**src/rtl/xsid_pkg.sv**
```systemverilog
package xsid_pkg;

  localparam int unsigned AddrWidth   = 20;
  localparam int unsigned TargetWidth = 22;
  localparam int unsigned ImmWidth    = 16;
  localparam int unsigned OutWidth    = 72;
  localparam int unsigned KindWidth   = 4;

  typedef enum logic [KindWidth-1:0] {
    KIND_DATA  = 4'd0,
    KIND_NOP   = 4'd1,
    KIND_RET   = 4'd2,
    KIND_RETF  = 4'd3,
    KIND_INT3  = 4'd4,
    KIND_INTN  = 4'd5,
    KIND_INC   = 4'd6,
    KIND_DEC   = 4'd7,
    KIND_PUSH  = 4'd8,
    KIND_POP   = 4'd9,
    KIND_MOV8  = 4'd10,
    KIND_MOV16 = 4'd11,
    KIND_CALL  = 4'd12,
    KIND_JMPN  = 4'd13,
    KIND_JMPS  = 4'd14,
    KIND_JCC   = 4'd15
  } kind_e;

  localparam logic [7:0] OP_NOP      = 8'h90;
  localparam logic [7:0] OP_RET      = 8'hc3;
  localparam logic [7:0] OP_RETF     = 8'hcb;
  localparam logic [7:0] OP_INT3     = 8'hcc;
  localparam logic [7:0] OP_INTN     = 8'hcd;
  localparam logic [7:0] OP_CALL     = 8'he8;
  localparam logic [7:0] OP_JMPN     = 8'he9;
  localparam logic [7:0] OP_JMPS     = 8'heb;
  localparam logic [7:0] OP_JCC_LO   = 8'h70;
  localparam logic [7:0] OP_JCC_HI   = 8'h7f;
  localparam logic [7:0] OP_MOV8_LO  = 8'hb0;
  localparam logic [7:0] OP_MOV8_HI  = 8'hb7;
  localparam logic [7:0] OP_MOV16_LO = 8'hb8;
  localparam logic [7:0] OP_MOV16_HI = 8'hbf;
  localparam logic [7:0] OP_INC_LO   = 8'h40;
  localparam logic [7:0] OP_INC_HI   = 8'h47;
  localparam logic [7:0] OP_DEC_LO   = 8'h48;
  localparam logic [7:0] OP_DEC_HI   = 8'h4f;
  localparam logic [7:0] OP_PUSH_LO  = 8'h50;
  localparam logic [7:0] OP_PUSH_HI  = 8'h57;
  localparam logic [7:0] OP_POP_LO   = 8'h58;
  localparam logic [7:0] OP_POP_HI   = 8'h5f;

  // tdata bit positions of the result fields
  localparam int unsigned AddrLsb   = 0;
  localparam int unsigned RegLsb    = 20;
  localparam int unsigned CondLsb   = 23;
  localparam int unsigned ImmLsb    = 27;
  localparam int unsigned TargetLsb = 43;

  function automatic logic [1:0] operand_count(input logic [7:0] op);
    logic [1:0] n;
    n = 2'd0;
    if (op == OP_INTN || op == OP_JMPS) n = 2'd1;
    if (op >= OP_MOV8_LO && op <= OP_MOV8_HI) n = 2'd1;
    if (op >= OP_JCC_LO && op <= OP_JCC_HI) n = 2'd1;
    if (op >= OP_MOV16_LO && op <= OP_MOV16_HI) n = 2'd2;
    if (op == OP_CALL || op == OP_JMPN) n = 2'd2;
    return n;
  endfunction

endpackage

```
**src/rtl/x86_subset_insn_decoder.sv**
```systemverilog
// An accepted code byte is held in the input register; its result is registered in the output register.
// Throughput: one code byte per cycle; input stalls only while both registers are full and the result is not taken.
// Operand bytes give no result; the instruction record leaves with its last byte.
// Reset clears the byte offset, the operand collection state, image_length and both
// valid flags; configuration is always ready.
module x86_subset_insn_decoder (
  input  logic        clk_i,
  input  logic        rst_ni,
  input  logic        cfg_valid_i,
  output logic        cfg_ready_o,
  input  logic [19:0] cfg_data_i,      // image_length
  input  logic        s_axis_tvalid,
  output logic        s_axis_tready,
  input  logic [7:0]  s_axis_tdata,    // code_byte
  output logic        m_axis_tvalid,
  input  logic        m_axis_tready,
  output logic [xsid_pkg::OutWidth-1:0]  m_axis_tdata,
  // insn_address[19:0], reg_index[22:20], cond_code[26:23], immediate[42:27],
  // branch_target[64:43], zeros above
  output logic [xsid_pkg::KindWidth-1:0] m_axis_tuser   // insn_kind[3:0]
);
  import xsid_pkg::*;

  logic [AddrWidth-1:0]   len_q;
  logic [AddrWidth-1:0]   off_q, off_d;
  logic [1:0]             pend_q, pend_d;
  logic [7:0]             held_op_q, held_op_d;
  logic [7:0]             held_lo_q, held_lo_d;
  logic [AddrWidth-1:0]   held_addr_q, held_addr_d;
  logic                   in_valid_q;
  logic [7:0]             in_byte_q;
  logic                   out_valid_q;
  logic [OutWidth-1:0]    out_data_q;
  kind_e                  out_kind_q;

  logic                   adv;
  logic                   proc;
  logic                   res_valid;
  kind_e                  res_kind;
  logic [2:0]             res_reg;
  logic [3:0]             res_cond;
  logic [ImmWidth-1:0]    res_imm;
  logic [TargetWidth-1:0] res_target;
  logic [1:0]             need;
  logic                   fits;
  logic [15:0]            word;
  logic [TargetWidth-1:0] base;
  logic [TargetWidth-1:0] d8;
  logic [TargetWidth-1:0] d16;

  assign cfg_ready_o   = 1'b1;
  assign adv           = !out_valid_q || m_axis_tready;
  assign proc          = in_valid_q && adv;
  assign s_axis_tready = !in_valid_q || adv;

  assign need = operand_count(in_byte_q);
  assign fits = ({1'b0, off_q} + 21'd1 + {19'd0, need}) <= {1'b0, len_q};
  assign word = {in_byte_q, held_lo_q};
  assign base = {2'b00, held_addr_q};
  assign d8   = {{(TargetWidth-8){in_byte_q[7]}}, in_byte_q};
  assign d16  = {{(TargetWidth-16){word[15]}}, word};

  always_comb begin
    off_d       = off_q;
    pend_d      = pend_q;
    held_op_d   = held_op_q;
    held_lo_d   = held_lo_q;
    held_addr_d = held_addr_q;
    res_valid   = 1'b0;
    res_kind    = KIND_DATA;
    res_reg     = '0;
    res_cond    = '0;
    res_imm     = '0;
    res_target  = '0;
    if (proc && (off_q < len_q)) begin
      off_d = off_q + 20'd1;
      if (pend_q == 2'd2) begin
        held_lo_d = in_byte_q;
        pend_d    = 2'd1;
      end else if (pend_q != 2'd0) begin
        pend_d    = 2'd0;
        res_valid = 1'b1;
        unique case (held_op_q) inside
          OP_INTN: begin
            res_kind = KIND_INTN;
            res_imm  = {8'd0, in_byte_q};
          end
          OP_JMPS: begin
            res_kind   = KIND_JMPS;
            res_target = base + 22'd2 + d8;
          end
          [OP_MOV8_LO:OP_MOV8_HI]: begin
            res_kind = KIND_MOV8;
            res_reg  = held_op_q[2:0];
            res_imm  = {8'd0, in_byte_q};
          end
          [OP_JCC_LO:OP_JCC_HI]: begin
            res_kind   = KIND_JCC;
            res_cond   = held_op_q[3:0];
            res_target = base + 22'd2 + d8;
          end
          [OP_MOV16_LO:OP_MOV16_HI]: begin
            res_kind = KIND_MOV16;
            res_reg  = held_op_q[2:0];
            res_imm  = word;
          end
          OP_CALL: begin
            res_kind   = KIND_CALL;
            res_target = base + 22'd3 + d16;
          end
          default: begin
            res_kind   = KIND_JMPN;
            res_target = base + 22'd3 + d16;
          end
        endcase
      end else if (need != 2'd0 && fits) begin
        held_op_d   = in_byte_q;
        held_addr_d = off_q;
        held_lo_d   = 8'd0;
        pend_d      = need;
      end else begin
        res_valid = 1'b1;
        unique case (in_byte_q) inside
          OP_NOP:                 res_kind = KIND_NOP;
          OP_RET:                 res_kind = KIND_RET;
          OP_RETF:                res_kind = KIND_RETF;
          OP_INT3:                res_kind = KIND_INT3;
          [OP_INC_LO:OP_INC_HI]:  res_kind = KIND_INC;
          [OP_DEC_LO:OP_DEC_HI]:  res_kind = KIND_DEC;
          [OP_PUSH_LO:OP_PUSH_HI]: res_kind = KIND_PUSH;
          [OP_POP_LO:OP_POP_HI]:  res_kind = KIND_POP;
          default: begin
            res_kind = KIND_DATA;
            res_imm  = {8'd0, in_byte_q};
          end
        endcase
        if (in_byte_q >= OP_INC_LO && in_byte_q <= OP_POP_HI) begin
          res_reg = in_byte_q[2:0];
        end
      end
    end
  end

  always_ff @(posedge clk_i or negedge rst_ni) begin
    if (!rst_ni) begin
      len_q       <= '0;
      off_q       <= '0;
      pend_q      <= '0;
      held_op_q   <= '0;
      held_lo_q   <= '0;
      held_addr_q <= '0;
      in_valid_q  <= 1'b0;
      out_valid_q <= 1'b0;
    end else begin
      if (cfg_valid_i && cfg_ready_o) begin
        len_q <= cfg_data_i;
      end
      off_q       <= off_d;
      pend_q      <= pend_d;
      held_op_q   <= held_op_d;
      held_lo_q   <= held_lo_d;
      held_addr_q <= held_addr_d;
      if (s_axis_tready) begin
        in_valid_q <= s_axis_tvalid;
      end
      if (adv) begin
        out_valid_q <= proc && res_valid;
      end
    end
  end

  always_ff @(posedge clk_i) begin
    if (s_axis_tready && s_axis_tvalid) begin
      in_byte_q <= s_axis_tdata;
    end
    if (proc && res_valid) begin
      out_kind_q <= res_kind;
      out_data_q <= {{(OutWidth-TargetLsb-TargetWidth){1'b0}}, res_target, res_imm,
                     res_cond, res_reg, held_addr_d == held_addr_q && pend_q != 2'd0 ?
                     held_addr_q : off_q};
    end
  end

  assign m_axis_tvalid = out_valid_q;
  assign m_axis_tdata  = out_data_q;
  assign m_axis_tuser  = out_kind_q;

endmodule

```
**config.mk**
```make
export PLATFORM = sky130hd
export DESIGN_NAME = x86_subset_insn_decoder
export DESIGN_NICKNAME = d
export VERILOG_FILES = /design/src/rtl/xsid_pkg.sv /design/src/rtl/x86_subset_insn_decoder.sv
export SDC_FILE = /design/constraint.sdc
export NUM_CORES = 1
export LEC_CHECK = 0
export BUFFER_PORTS_ARGS = -buffer_cell sky130_fd_sc_hd__buf_2
export CAP_MARGIN = 10
export CORE_AREA = 2 2 172 107
export CTS_CLUSTER_SIZE = 20
export DETAILED_ROUTE_END_ITERATION = 7
export DIE_AREA = 0 0 174 109
export PLACE_DENSITY = 0.86
export SKIP_LAST_GASP = 1
export SLEW_MARGIN = 20
export SYNTH_ARGS = -nofsm -noshare
export SYNTH_HDL_FRONTEND = slang
export SYNTH_SLANG_ARGS = --single-unit
export TNS_END_PERCENT = 1
```
**constraint.sdc**
```tcl
create_clock -name clk_i -period 11.5 [get_ports clk_i]
set_input_delay 2.3 -clock clk_i [delete_from_list [all_inputs] [get_ports clk_i]]
set_output_delay 2.3 -clock clk_i [all_outputs]
set_load 0.05 [all_outputs]
```
==> run_results.csv, run 1 <==
group,metric,value,unit
timing,fin_ws,5.76,ns
yosys,netlist_area,10200,sq um
yosys,synthXorXnorAreaFrac,4.80,%
yosys,synthMuxAreaShare,3.85,%
power,leakage,5.24,nW
placed_design,io_buffers,103,
global_routing,grt_start_max_net_pins,81,
drt,routedWlPerCell,19.5,microns
floorplanning,dieHeight,109,microns
global_routing,grt_pass1_vias,7898,
yosys,synth.top_cell.area_share,22.6,%
clock_tree,hold_buffers,0,
worst_setup_path,worst_setup_path_startpoint,"in_byte_q[4]$_DFFE_PP_",
finish,fin_util,65.5,%
finish,stdcell_area,11500,sq um
timing,fin_crit,5.74,ns
worst_setup_path,crit_buf_inv,2,
worst_setup_path,cp.arrival,6.06,ns
timing,finalSetupTns,0,ns
yosys,synth_cell_types,67,
clock_tree,post-cts-setup-buffers,0,
worst_setup_path,cpPeakStageDelay,0.58,ns
yosys,synthAdderAreaFrac,14.4,%
timing,fin_worst_skew,0.0187,ns
yosys,synth_seq_cells,157,
yosys,synth_area_leaders,"edfxtp_1, dfrtp_1, ha_1",
worst_setup_path,crit_slowest_cell,"edfxtp_1",
worst_setup_path,reg2reg_depth,21,
yosys,yosysWarnings,0,
floorplanning,rows,38,
worst_setup_path,rr_endpoint,"m_axis_tvalid$_DFFE_PN0P_",
clock_tree,clk_path_buf_depth,2,
drt,viasPerCell,6.20,
placed_design,dp.final_hpwl,18900,microns
global_routing,track_usage,28.9,%
drt,routed_wl,26500,microns
yosys,async_flop_share,51.0,%
drt,drcViolationCount,0,
floorplanning,fp.dieW,174,microns
timing,fmax,174,MHz
finish,area_delta_synth_final,12.3,%
worst_setup_path,endpoint,"m_axis_tvalid$_DFFE_PN0P_",
clock_tree,cts.clk_slew.worst_paths,0.07,ns
worst_setup_path,reg2reg_from,"in_byte_q[4]$_DFFE_PP_",
timing,rsz0062_at_grt,"false",
global_routing,grt_overflow,0,
clock_tree,h-tree-depth,4,
timing,period_share,49.9,%
timing,finalHoldViolations,0,
drt,via_count,8436,
timing,report.final.slew_viol_count,0,
yosys,yosys.area_share.simple,15.7,%
global_routing,grt_pass1_wl,42400,microns
clock_tree,cts_buffers,17,
drt,ant_nets,0,
worst_setup_path,rrSetupSlack,5.76,ns
power,pwr_density_cell,185,nW/um^2
yosys,synth_edf_count,77,
worst_setup_path,cp-start-kind,"register",
timing,worstMarginPinSlew,0.913,ns
clock_tree,clock_sinks,157,
placed_design,gp_congestion,1.00,
worst_setup_path,cp.depth,21,
drt,initialDrtViolationCount,1011,
clock_tree,ctsRootBufferMaster,"clkbuf_16",
worst_setup_path,critPathKind,"register to register",
finish,nNetsFinal,1257,
floorplanning,coreArea,17500,sq um
drt,drt_pass1_iterations,6,
yosys,synthCells,1027,
run,cap_violations,0,
yosys,synthFlopType,"dfrtp_1",
placed_design,place_ws,5.98,ns
yosys,yosys.cell_count.top_type,"nand2_1",
timing,finalSetupViolCount,0,
yosys,yosysSeqAreaShare,42.2,%
yosys,yosysTopAreaCell,"edfxtp_1",
worst_setup_path,cp_max_fo,70,
floorplanning,die_area,19000,sq um
yosys,syn_avg_cell_area,9.95,sq um
hold_path,hold_class,"register to register",
worst_setup_path,cp.required,11.82,ns
yosys,synth_top_family_by_area,"simple AND/OR/NAND/NOR gates",
finish,n_antenna_cell,0,
floorplanning,io_pins,112,
clock_tree,cts_resized,0,
worst_setup_path,critPathCaptureType,"register",
global_routing,antenna_found_initial,1,
worst_setup_path,crit_family,"simple AND/OR/NAND/NOR gates",
yosys,yosys-top-cells-count,"nand2_1, ha_1, dfrtp_1, edfxtp_1, nor2_1",
power,finalPower,2.12,mW
timing,slew_headroom,39.1,%
placed_design,place_area,10900,sq um
floorplanning,start_util,58.4,%
clock_tree,clkLatencyLatePin,0.43,ns
finish,drive_above_1_share,16.5,%
worst_setup_path,cp_cell_sequence,"nand2b_1 -> nor4b_1 -> nand3_1 -> o21a_1 -> ha_1 -> inv_1 -> fa_1 -> nand3_1 -> nor2_1 -> nand2_1 -> xnor2_1 -> ha_1 -> a21o_1 -> a21oi_1 -> o221ai_1 -> nor4b_1 -> nor2_1 -> o21a_1 -> and2_2 -> buf_4 -> or2_2",
outcome,status,"complete, no violations",
yosys,synth_compound_area_share,14.2,%
power,ir_drop,130,uV
clock_tree,cts_tree,"yes",
==> per-stage QoR <==
step                      instances  hold slack (ns)
after CTS                      1361            0.512
after detailed placement       1329            0.496
after global placement         1329            0.488
after global routing           1361            0.532
after floorplan                1033            0.479
final                          1361            0.513
==> routing by layer <==
metal  up-vias  global-route usage (%)  share of wire [%]
met2       463                    43.3                 43
met5         -                       0                  0
met3        52                    7.53                 10
met1      4062                    41.7                 45
li1       3859                       -                  -
met4         0                    7.92                1.9
==> power breakdown <==
part	leakage, nW	switching (mW)	internal, mW	total, mW
registers	1.69	0.0882	0.666	0.755
clock network	0.288	0.252	0.331	0.583
logic	3.27	0.469	0.309	0.778
==> placed cells by master, fill, tap and decap left out, types with 8 or more instances in the layout <==
| cell type | n |
|---|---|
| a21oi_1 | 45 |
| inv_1 | 58 |
| a21o_1 | 18 |
| a22oi_1 | 11 |
| o21ai_0 | 49 |
| or3_1 | 9 |
| conb_1 | 8 |
| nand2_1 | 122 |
| nor2b_1 | 10 |
| o21a_1 | 9 |
| nor3_1 | 15 |
| a22o_1 | 16 |
| a211oi_1 | 9 |
| xor2_1 | 26 |
| buf_4 | 8 |
| and3_1 | 14 |
| nor4_1 | 12 |
| nand4_1 | 15 |
| ha_1 | 113 |
| edfxtp_1 | 77 |
| nor2_1 | 68 |
| dfrtp_1 | 80 |
| mux2_4 | 10 |
| mux2_2 | 18 |
| nand2b_1 | 9 |
| clkbuf_16 | 17 |
| xnor2_1 | 30 |
| nand3_1 | 29 |
| buf_2 | 102 |
==> cell families (layout without fill, tap and decap cells) <==
| family | after synthesis | after routing |
|---|---|---|
| and+or+nand+nor | 335 | 335 |
| AOI/OAI and AO/OA | 215 | 215 |
| DFF | 157 | 157 |
| adders and majority gates | 116 | 116 |
| buffers and inverters | 114 | 202 |
| xor gates and xnor gates | 56 | 56 |
| muxes | 32 | 32 |
| other | 2 | 8 |
==> layout make-up <==
class	count	area (sq um)
timing repair buffer	111	582
fill	1396	6030
clock buffer	19	443
sequential	157	4310
clock inverter	13	155
multi-input combinational	762	5450
tap	240	300
inverter	59	221
==> flip-flops by register name, summed over array words and instances (netlist names) <==
register       flops
m_axis_tvalid      1
m_axis_tuser       4
off_q             20
held_lo_q          8
m_axis_tdata      65
in_valid_q         1
in_byte_q          8
len_q             20
held_addr_q       20
pend_q             2
held_op_q          8
==> worst min path at each step <==
| stage | startpoint | slack, ns | cells past startpoint | endpoint |
|---|---|---|---|---|
| after CTS | held_addr_q[1]$_DFF_PN0_ | 0.51 | 1 | held_addr_q[1]$_DFF_PN0_ |
| after global placement | held_addr_q[1]$_DFF_PN0_ | 0.49 | 1 | held_addr_q[1]$_DFF_PN0_ |
| after detailed placement | held_addr_q[1]$_DFF_PN0_ | 0.50 | 1 | held_addr_q[1]$_DFF_PN0_ |
| after floorplan | held_addr_q[1]$_DFF_PN0_ | 0.48 | 1 | held_addr_q[1]$_DFF_PN0_ |
| after global routing | held_addr_q[1]$_DFF_PN0_ | 0.53 | 1 | held_addr_q[1]$_DFF_PN0_ |
| final | held_addr_q[1]$_DFF_PN0_ | 0.51 | 1 | held_addr_q[1]$_DFF_PN0_ |
No activity file was read; power rests on OpenSTA's default activity.
==> inputs of run 2 (changes only) <==
Settings changed: CORE_AREA 2 2 172 107 to 2 2 181 112, DIE_AREA 0 0 174 109 to 0 0 183 114, PLACE_DENSITY 0.86 to 0.82.
Clock period 11.5 ns to 5.2 ns, I/O delays scaled along.
==> run 2 against run 1 <==
  * Global-route usage decreased by 1.9 points
  * Power grew 120%
  * Cell area increased by 1.4%
  * Sequential share of layout area fell by 0.52 points
  * Fmax rose by 14%
  * Clock skew down 0.0075 ns
  * Final cell count increased by 2.0%
  * Utilization down 5.7 points
  * Critical path depth down 3
==> run_results.csv, run 2 (synthesized netlist as in run 1, its figures left out) <==
group,metric,value,unit
worst_setup_path,crit_slowest_cell,"or4_4",
clock_tree,cts.clk_slew.worst_paths,0.07,ns
hold_path,hold_class,"input port to async pin",
finish,final_common_cell,"nand2_1",
finish,n_antenna_cell,0,
clock_tree,cts_buffers,17,
global_routing,grt_start_max_net_pins,56,
drt,initialDrtViolationCount,973,
outcome,status,"complete, no violations",
clock_tree,hold_buffers,0,
clock_tree,clk_path_buf_depth,2,
global_routing,antenna_found_initial,0,
floorplanning,io_pins,112,
worst_setup_path,rr_endpoint,"held_addr_q[9]$_DFF_PN0_",
finish,fin_util,59.9,%
timing,period_share,97.1,%
drt,routed_wl,27400,microns
global_routing,track_usage,26.9,%
floorplanning,start_util,52.6,%
finish,largest_register_ffs,65,
drt,drcViolationCount,0,
floorplanning,rows,40,
global_routing,top_usage_layer,"met1",
timing,report.final.slew_viol_count,0,
placed_design,dp.final_hpwl,19900,microns
worst_setup_path,crit_family,"simple AND/OR/NAND/NOR gates",
timing,fmax,198,MHz
clock_tree,ctsRootBufferMaster,"clkbuf_16",
clock_tree,post-cts-setup-buffers,0,
worst_setup_path,cp.required,5.53,ns
worst_setup_path,reg2reg_depth,18,
timing,fin_worst_skew,0.0112,ns
global_routing,grt_pass1_vias,7961,
power,leakage,5.32,nW
clock_tree,clkLatencyLatePin,0.45,ns
timing,fin_ws,0.150,ns
worst_setup_path,cpPeakStageDelay,0.68,ns
timing,finalSetupViolCount,0,
drt,ant_nets,0,
timing,finalHoldViolations,0,
finish,nNetsFinal,1272,
drt,via_count,8436,
worst_setup_path,cp.arrival,5.38,ns
clock_tree,cts_tree,"yes",
drt,routedWlPerCell,19.7,microns
finish,mostFrequentLayoutCells,"nand2_1, ha_1, buf_2, dfrtp_1, edfxtp_1",
worst_setup_path,reg2reg_from,"in_byte_q[4]$_DFFE_PP_",
global_routing,use_met2,38.7,%
finish,drive_above_1_share,18.1,%
global_routing,use_met1,40.3,%
clock_tree,clock_sinks,157,
global_routing,grtUsageMet3,6.99,%
run,cap_violations,0,
placed_design,place_ws,-0.0957,ns
drt,drt_pass1_iterations,5,
clock_tree,h-tree-depth,4,
floorplanning,dieHeight,114,microns
global_routing,grt_overflow,0,
worst_setup_path,critPathCaptureType,"register",
worst_setup_path,critPathKind,"register to register",
finish,area_delta_synth_final,13.8,%
floorplanning,die_area,20900,sq um
timing,worstMarginPinSlew,1.05,ns
global_routing,grt_pass1_wl,43300,microns
worst_setup_path,crit_buf_inv,1,
placed_design,io_buffers,103,
timing,fin_crit,5.05,ns
floorplanning,coreArea,19400,sq um
timing,slew_headroom,29.4,%
worst_setup_path,rrSetupSlack,0.15,ns
drt,viasPerCell,6.08,
worst_setup_path,cp_max_fo,15,
floorplanning,fp.dieW,183,microns
worst_setup_path,cp_cell_sequence,"nand2b_1 -> nor4b_2 -> nand3_1 -> o21a_1 -> ha_1 -> inv_1 -> fa_1 -> nand3_2 -> nor3_1 -> xor2_1 -> ha_1 -> a21o_1 -> a21oi_1 -> o221ai_1 -> nor4b_2 -> nor2_2 -> or4_4 -> mux2_4",
power,pwr_density_cell,402,nW/um^2
power,ir_drop,286,uV
worst_setup_path,cp-start-kind,"register",
placed_design,gp_congestion,0.950,
run 2: per-stage QoR:
| stage | area, sq um | power, mW | instances | setup TNS [ns] | hold slack (ns) |
|---|---|---|---|---|---|
| floorplan | 10200 | 2.90 | 1033 | 0 | 0.479 |
| global placement | 11000 | 3.32 | 1355 | 0 | 0.490 |
| detailed placement | 11000 | 3.36 | 1355 | -2.17 | 0.498 |
| CTS | 11600 | 4.63 | 1388 | 0 | 0.498 |
| global route | 11600 | 4.93 | 1388 | -0.0122 | 0.514 |
| finish | 11600 | 4.68 | 1388 | 0 | 0.498 |
run 2: how the worst max path moves through the flow:
| stage | to | start | slack (ns) | cells past startpoint |
|---|---|---|---|---|
| final | held_addr_q[9]$_DFF_PN0_ | in_byte_q[4]$_DFFE_PP_ | 0.15 | 18 |
| after global routing | held_addr_q[9]$_DFF_PN0_ | in_byte_q[4]$_DFFE_PP_ | -0.008 | 18 |
| after CTS | held_addr_q[9]$_DFF_PN0_ | in_byte_q[4]$_DFFE_PP_ | 0.05 | 18 |
| after detailed placement | held_addr_q[9]$_DFF_PN0_ | in_byte_q[4]$_DFFE_PP_ | -0.1 | 18 |
| after global placement | held_addr_q[3]$_DFF_PN0_ | in_byte_q[4]$_DFFE_PP_ | 0.11 | 19 |
| after floorplan | m_axis_tvalid$_DFFE_PN0P_ | in_byte_q[4]$_DFFE_PP_ | 0.29 | 21 |
run 2: per-layer routing:
layer  share of wire (%)  vias to the layer above
met5                   0                        -
met4                 1.8                        0
met3                 9.7                       52
met2                  41                      422
met1                  48                     4057
li1                    -                     3905
run 2: cell type report:
cell class                 count  area, sq um
clock buffer                  18          450
tap                          252          315
inverter                      59          221
fill                        1648         7790
clock inverter                14          140
multi-input combinational    763         5490
sequential                   157         4310
timing repair buffer         125          696
run 2: power by group:
| group | internal, mW | leakage [nW] | switching [mW] |
|---|---|---|---|
| clock network | 0.669 | 0.288 | 0.601 |
| logic | 0.694 | 3.34 | 1.05 |
| registers | 1.47 | 1.69 | 0.186 |
run 2: what timing repair did:
| action | CTS | global route |
|---|---|---|
| cloned | 1 | 0 |
| resized for setup | 2 | 6 |
| pin swaps | 1 | 1 |
| endpoints found under the setup margin | 26 | 101 |
==> inputs of run 3 (changes only) <==
Settings changed: ABC_AREA from default to 1, BUFFER_PORTS_ARGS -buffer_cell sky130_fd_sc_hd__buf_2 to -buffer_cell sky130_fd_sc_hd__buf_4, CORE_AREA 2 2 181 112 to 2 2 190 117, DIE_AREA 0 0 183 114 to 0 0 192 119, PLACE_DENSITY 0.82 to 0.83, SETUP_SLACK_MARGIN from default to 0.5.
==> run 3 against run 2 <==
  * Sequential power is 3% higher
  * Clock power is 7% lower
  * Wire length is 25% higher
  * Global-route usage is 3.5 points higher
  * Power is 28% higher
  * First-iteration DRC count is 30% higher
  * Non-clock buffer count is 8 higher
  * Fmax is 12% higher
  * Die area is 9.5% higher
  * Sequential cell count stayed put
  * Clock-buffer cell count is 1 higher
==> run_results.csv, run 3 <==
group,metric,value,unit
clock_tree,ctsRootBufferMaster,"clkbuf_16",
placed_design,io_buffers,103,
floorplanning,fp.dieW,192,microns
worst_setup_path,cpPeakStageDelay,0.53,ns
worst_setup_path,cp.required,5.38,ns
clock_tree,h-tree-depth,4,
yosys,yosysWarnings,0,
worst_setup_path,rr_endpoint,"m_axis_tdata[62]$_SDFFCE_PP0P_",
timing,finalSetupViolCount,0,
power,ir_drop,274,uV
placed_design,dp_cells,1801,
timing,report.final.slew_viol_count,0,
clock_tree,clock_sinks,157,
drt,drcViolationCount,0,
finish,mostFrequentLayoutCells,"nand2_1, inv_1, buf_4, ha_1, nor2_1",
yosys,syn_avg_cell_area,7.95,sq um
global_routing,track_usage,30.5,%
worst_setup_path,cp-start-kind,"register",
worst_setup_path,crit_slowest_cell,"edfxtp_1",
floorplanning,die_area,22800,sq um
yosys,synthCells,1440,
yosys,async_flop_share,51.0,%
run,cap_violations,0,
finish,drive_above_1_share,15.9,%
yosys,yosysTopAreaCell,"edfxtp_1",
drt,initialDrtViolationCount,1267,
worst_setup_path,critPathKind,"register to register",
worst_setup_path,rrSetupSlack,0.69,ns
drt,ant_nets,0,
drt,drt_pass1_iterations,6,
floorplanning,dieHeight,119,microns
hold_path,holdPathStages,2,
worst_setup_path,worst_setup_path_startpoint,"in_byte_q[4]$_DFFE_PP_",
yosys,synth.top_cell.area_share,20.2,%
yosys,synth_seq_cells,157,
worst_setup_path,reg2reg_from,"in_byte_q[4]$_DFFE_PP_",
yosys,synthFlopType,"dfrtp_1",
finish,n_antenna_cell,0,
power,leakage,6.39,nW
worst_setup_path,cp_max_fo,43,
global_routing,grt_pass1_vias,9489,
timing,period_share,86.8,%
finish,final_common_cell,"nand2_1",
drt,via_count,10600,
finish,largest_register_ffs,65,
global_routing,grt_start_max_net_pins,81,
floorplanning,io_pins,112,
floorplanning,rows,42,
drt,routed_wl,34400,microns
outcome,status,"complete, no violations",
timing,finalHoldViolations,0,
clock_tree,cts_tree,"yes",
worst_setup_path,cp.arrival,4.69,ns
yosys,yosys-top-cells-count,"nand2_1, inv_1, ha_1, nor2_1, a21oi_1",
hold_path,hold_class,"register to register",
timing,fin_worst_skew,0.0107,ns
clock_tree,cts.clk_slew.worst_paths,0.07,ns
finish,area_delta_synth_final,14.8,%
clock_tree,clk_path_buf_depth,2,
global_routing,grt_pass1_wl,52500,microns
yosys,synth_edf_count,77,
global_routing,antenna_found_initial,0,
worst_setup_path,critPathCaptureType,"register",
worst_setup_path,reg2reg_depth,28,
yosys,netlist_area,11500,sq um
yosys,synth_cell_types,53,
clock_tree,clkLatencyLatePin,0.45,ns
power,pwr_density_cell,456,nW/um^2
yosys,yosys.cell_count.top_type,"nand2_1",
finish,nNetsFinal,1701,
clock_tree,cts_buffers,17,
yosys,yosysSeqAreaShare,37.7,%
timing,worstMarginPinSlew,1.02,ns
worst_setup_path,endpoint,"m_axis_tdata[62]$_SDFFCE_PP0P_",
floorplanning,coreArea,21400,sq um
timing,fmax,222,MHz
drt,routedWlPerCell,18.6,microns
placed_design,dp.final_hpwl,26400,microns
global_routing,grt_overflow,0,
placed_design,gp_congestion,1.00,
timing,fin_crit,4.51,ns
drt,viasPerCell,5.75,
yosys,synth_area_leaders,"edfxtp_1, dfrtp_1, ha_1",
floorplanning,start_util,53.4,%
finish,instances_no_fill,1851,
timing,rsz0062_at_grt,"false",
timing,slew_headroom,31.8,%
timing,finalSetupTns,0,ns
==> run 3: cells by family after synthesis <==
family                   Yosys count  share of synthesized area (%)
XOR/XNOR                          44                           3.36
buffers and inverters            248                           9.20
adder cells (fa/ha/maj)          116                           12.9
AND/OR/NAND/NOR                  644                           25.7
flip-flops                       157                           37.7
other                              2                         0.0656
AO/OA/AOI/OAI                    229                           11.1
==> run 3: how the worst min path moves through the flow <==
stage                                   startpoint                  endpoint  slack (ns)
after global routing      held_lo_q[0]$_DFFE_PN0P_  held_lo_q[0]$_DFFE_PN0P_        0.50
after global placement    held_lo_q[0]$_DFFE_PN0P_  held_lo_q[0]$_DFFE_PN0P_        0.45
after CTS                 held_lo_q[1]$_DFFE_PN0P_  held_lo_q[1]$_DFFE_PN0P_        0.48
final                     held_lo_q[1]$_DFFE_PN0P_  held_lo_q[1]$_DFFE_PN0P_        0.48
after floorplan           held_lo_q[0]$_DFFE_PN0P_  held_lo_q[0]$_DFFE_PN0P_        0.44
after detailed placement  held_lo_q[1]$_DFFE_PN0P_  held_lo_q[1]$_DFFE_PN0P_        0.47
==> run 3: power breakdown <==
group | internal [mW] | switching [mW]
clock | 0.621 | 0.561
combinational | 1.02 | 2.09
sequential | 1.50 | 0.209
==> run 3: metrics by stage <==
stage,worst slack (ns),util [%],instance area (sq um),hold WS (ns),power [mW]
after floorplan,0.248,-,11500,0.442,3.83
after global placement,0.719,58.1,12500,0.455,4.64
after detailed placement,0.611,58.1,12500,0.468,4.68
after CTS,0.580,60.6,13000,0.485,5.88
after global routing,0.475,61.4,13200,0.504,6.38
final,0.689,61.4,13200,0.480,6.00
==> run 3: final cells by class <==
| cell class | instances | area [sq um] |
|---|---|---|
| clock buffer | 19 | 433 |
| clock inverter | 13 | 105 |
| fill | 1837 | 8290 |
| inverter | 202 | 769 |
| multi-input combinational | 1041 | 6150 |
| sequential | 157 | 4310 |
| tap | 286 | 358 |
| timing repair buffer | 133 | 1030 |
==> run 3: layer usage <==
layer / vias up / GRT usage, % / wire [microns]
li1: 5016 / - / -
met1: 4945 / 48.4 / 16100
met2: 619 / 39.5 / 13400
met3: 53 / 8.69 / 4280
met4: 2 / 7.49 / 538
met5: - / 2.04 / 59
==> run 3: critical path: cells and delay by family, from the launching register on <==
family	cells	cell delay, ns
AOI/OAI and AO/OA	1	0.10
xor gates and xnor gates	1	0.14
adders and majority gates	3	0.71
buffers and inverters	7	0.74
DFF	1	0.53
and+or+nand+nor	16	1.95
==> run 3: what timing repair did <==
action                     4_1_cts  5_1_grt
hold buffers                     0        0
setup buffers                    0       18
setup endpoints to repair        0       98
gates resized for setup          0        4
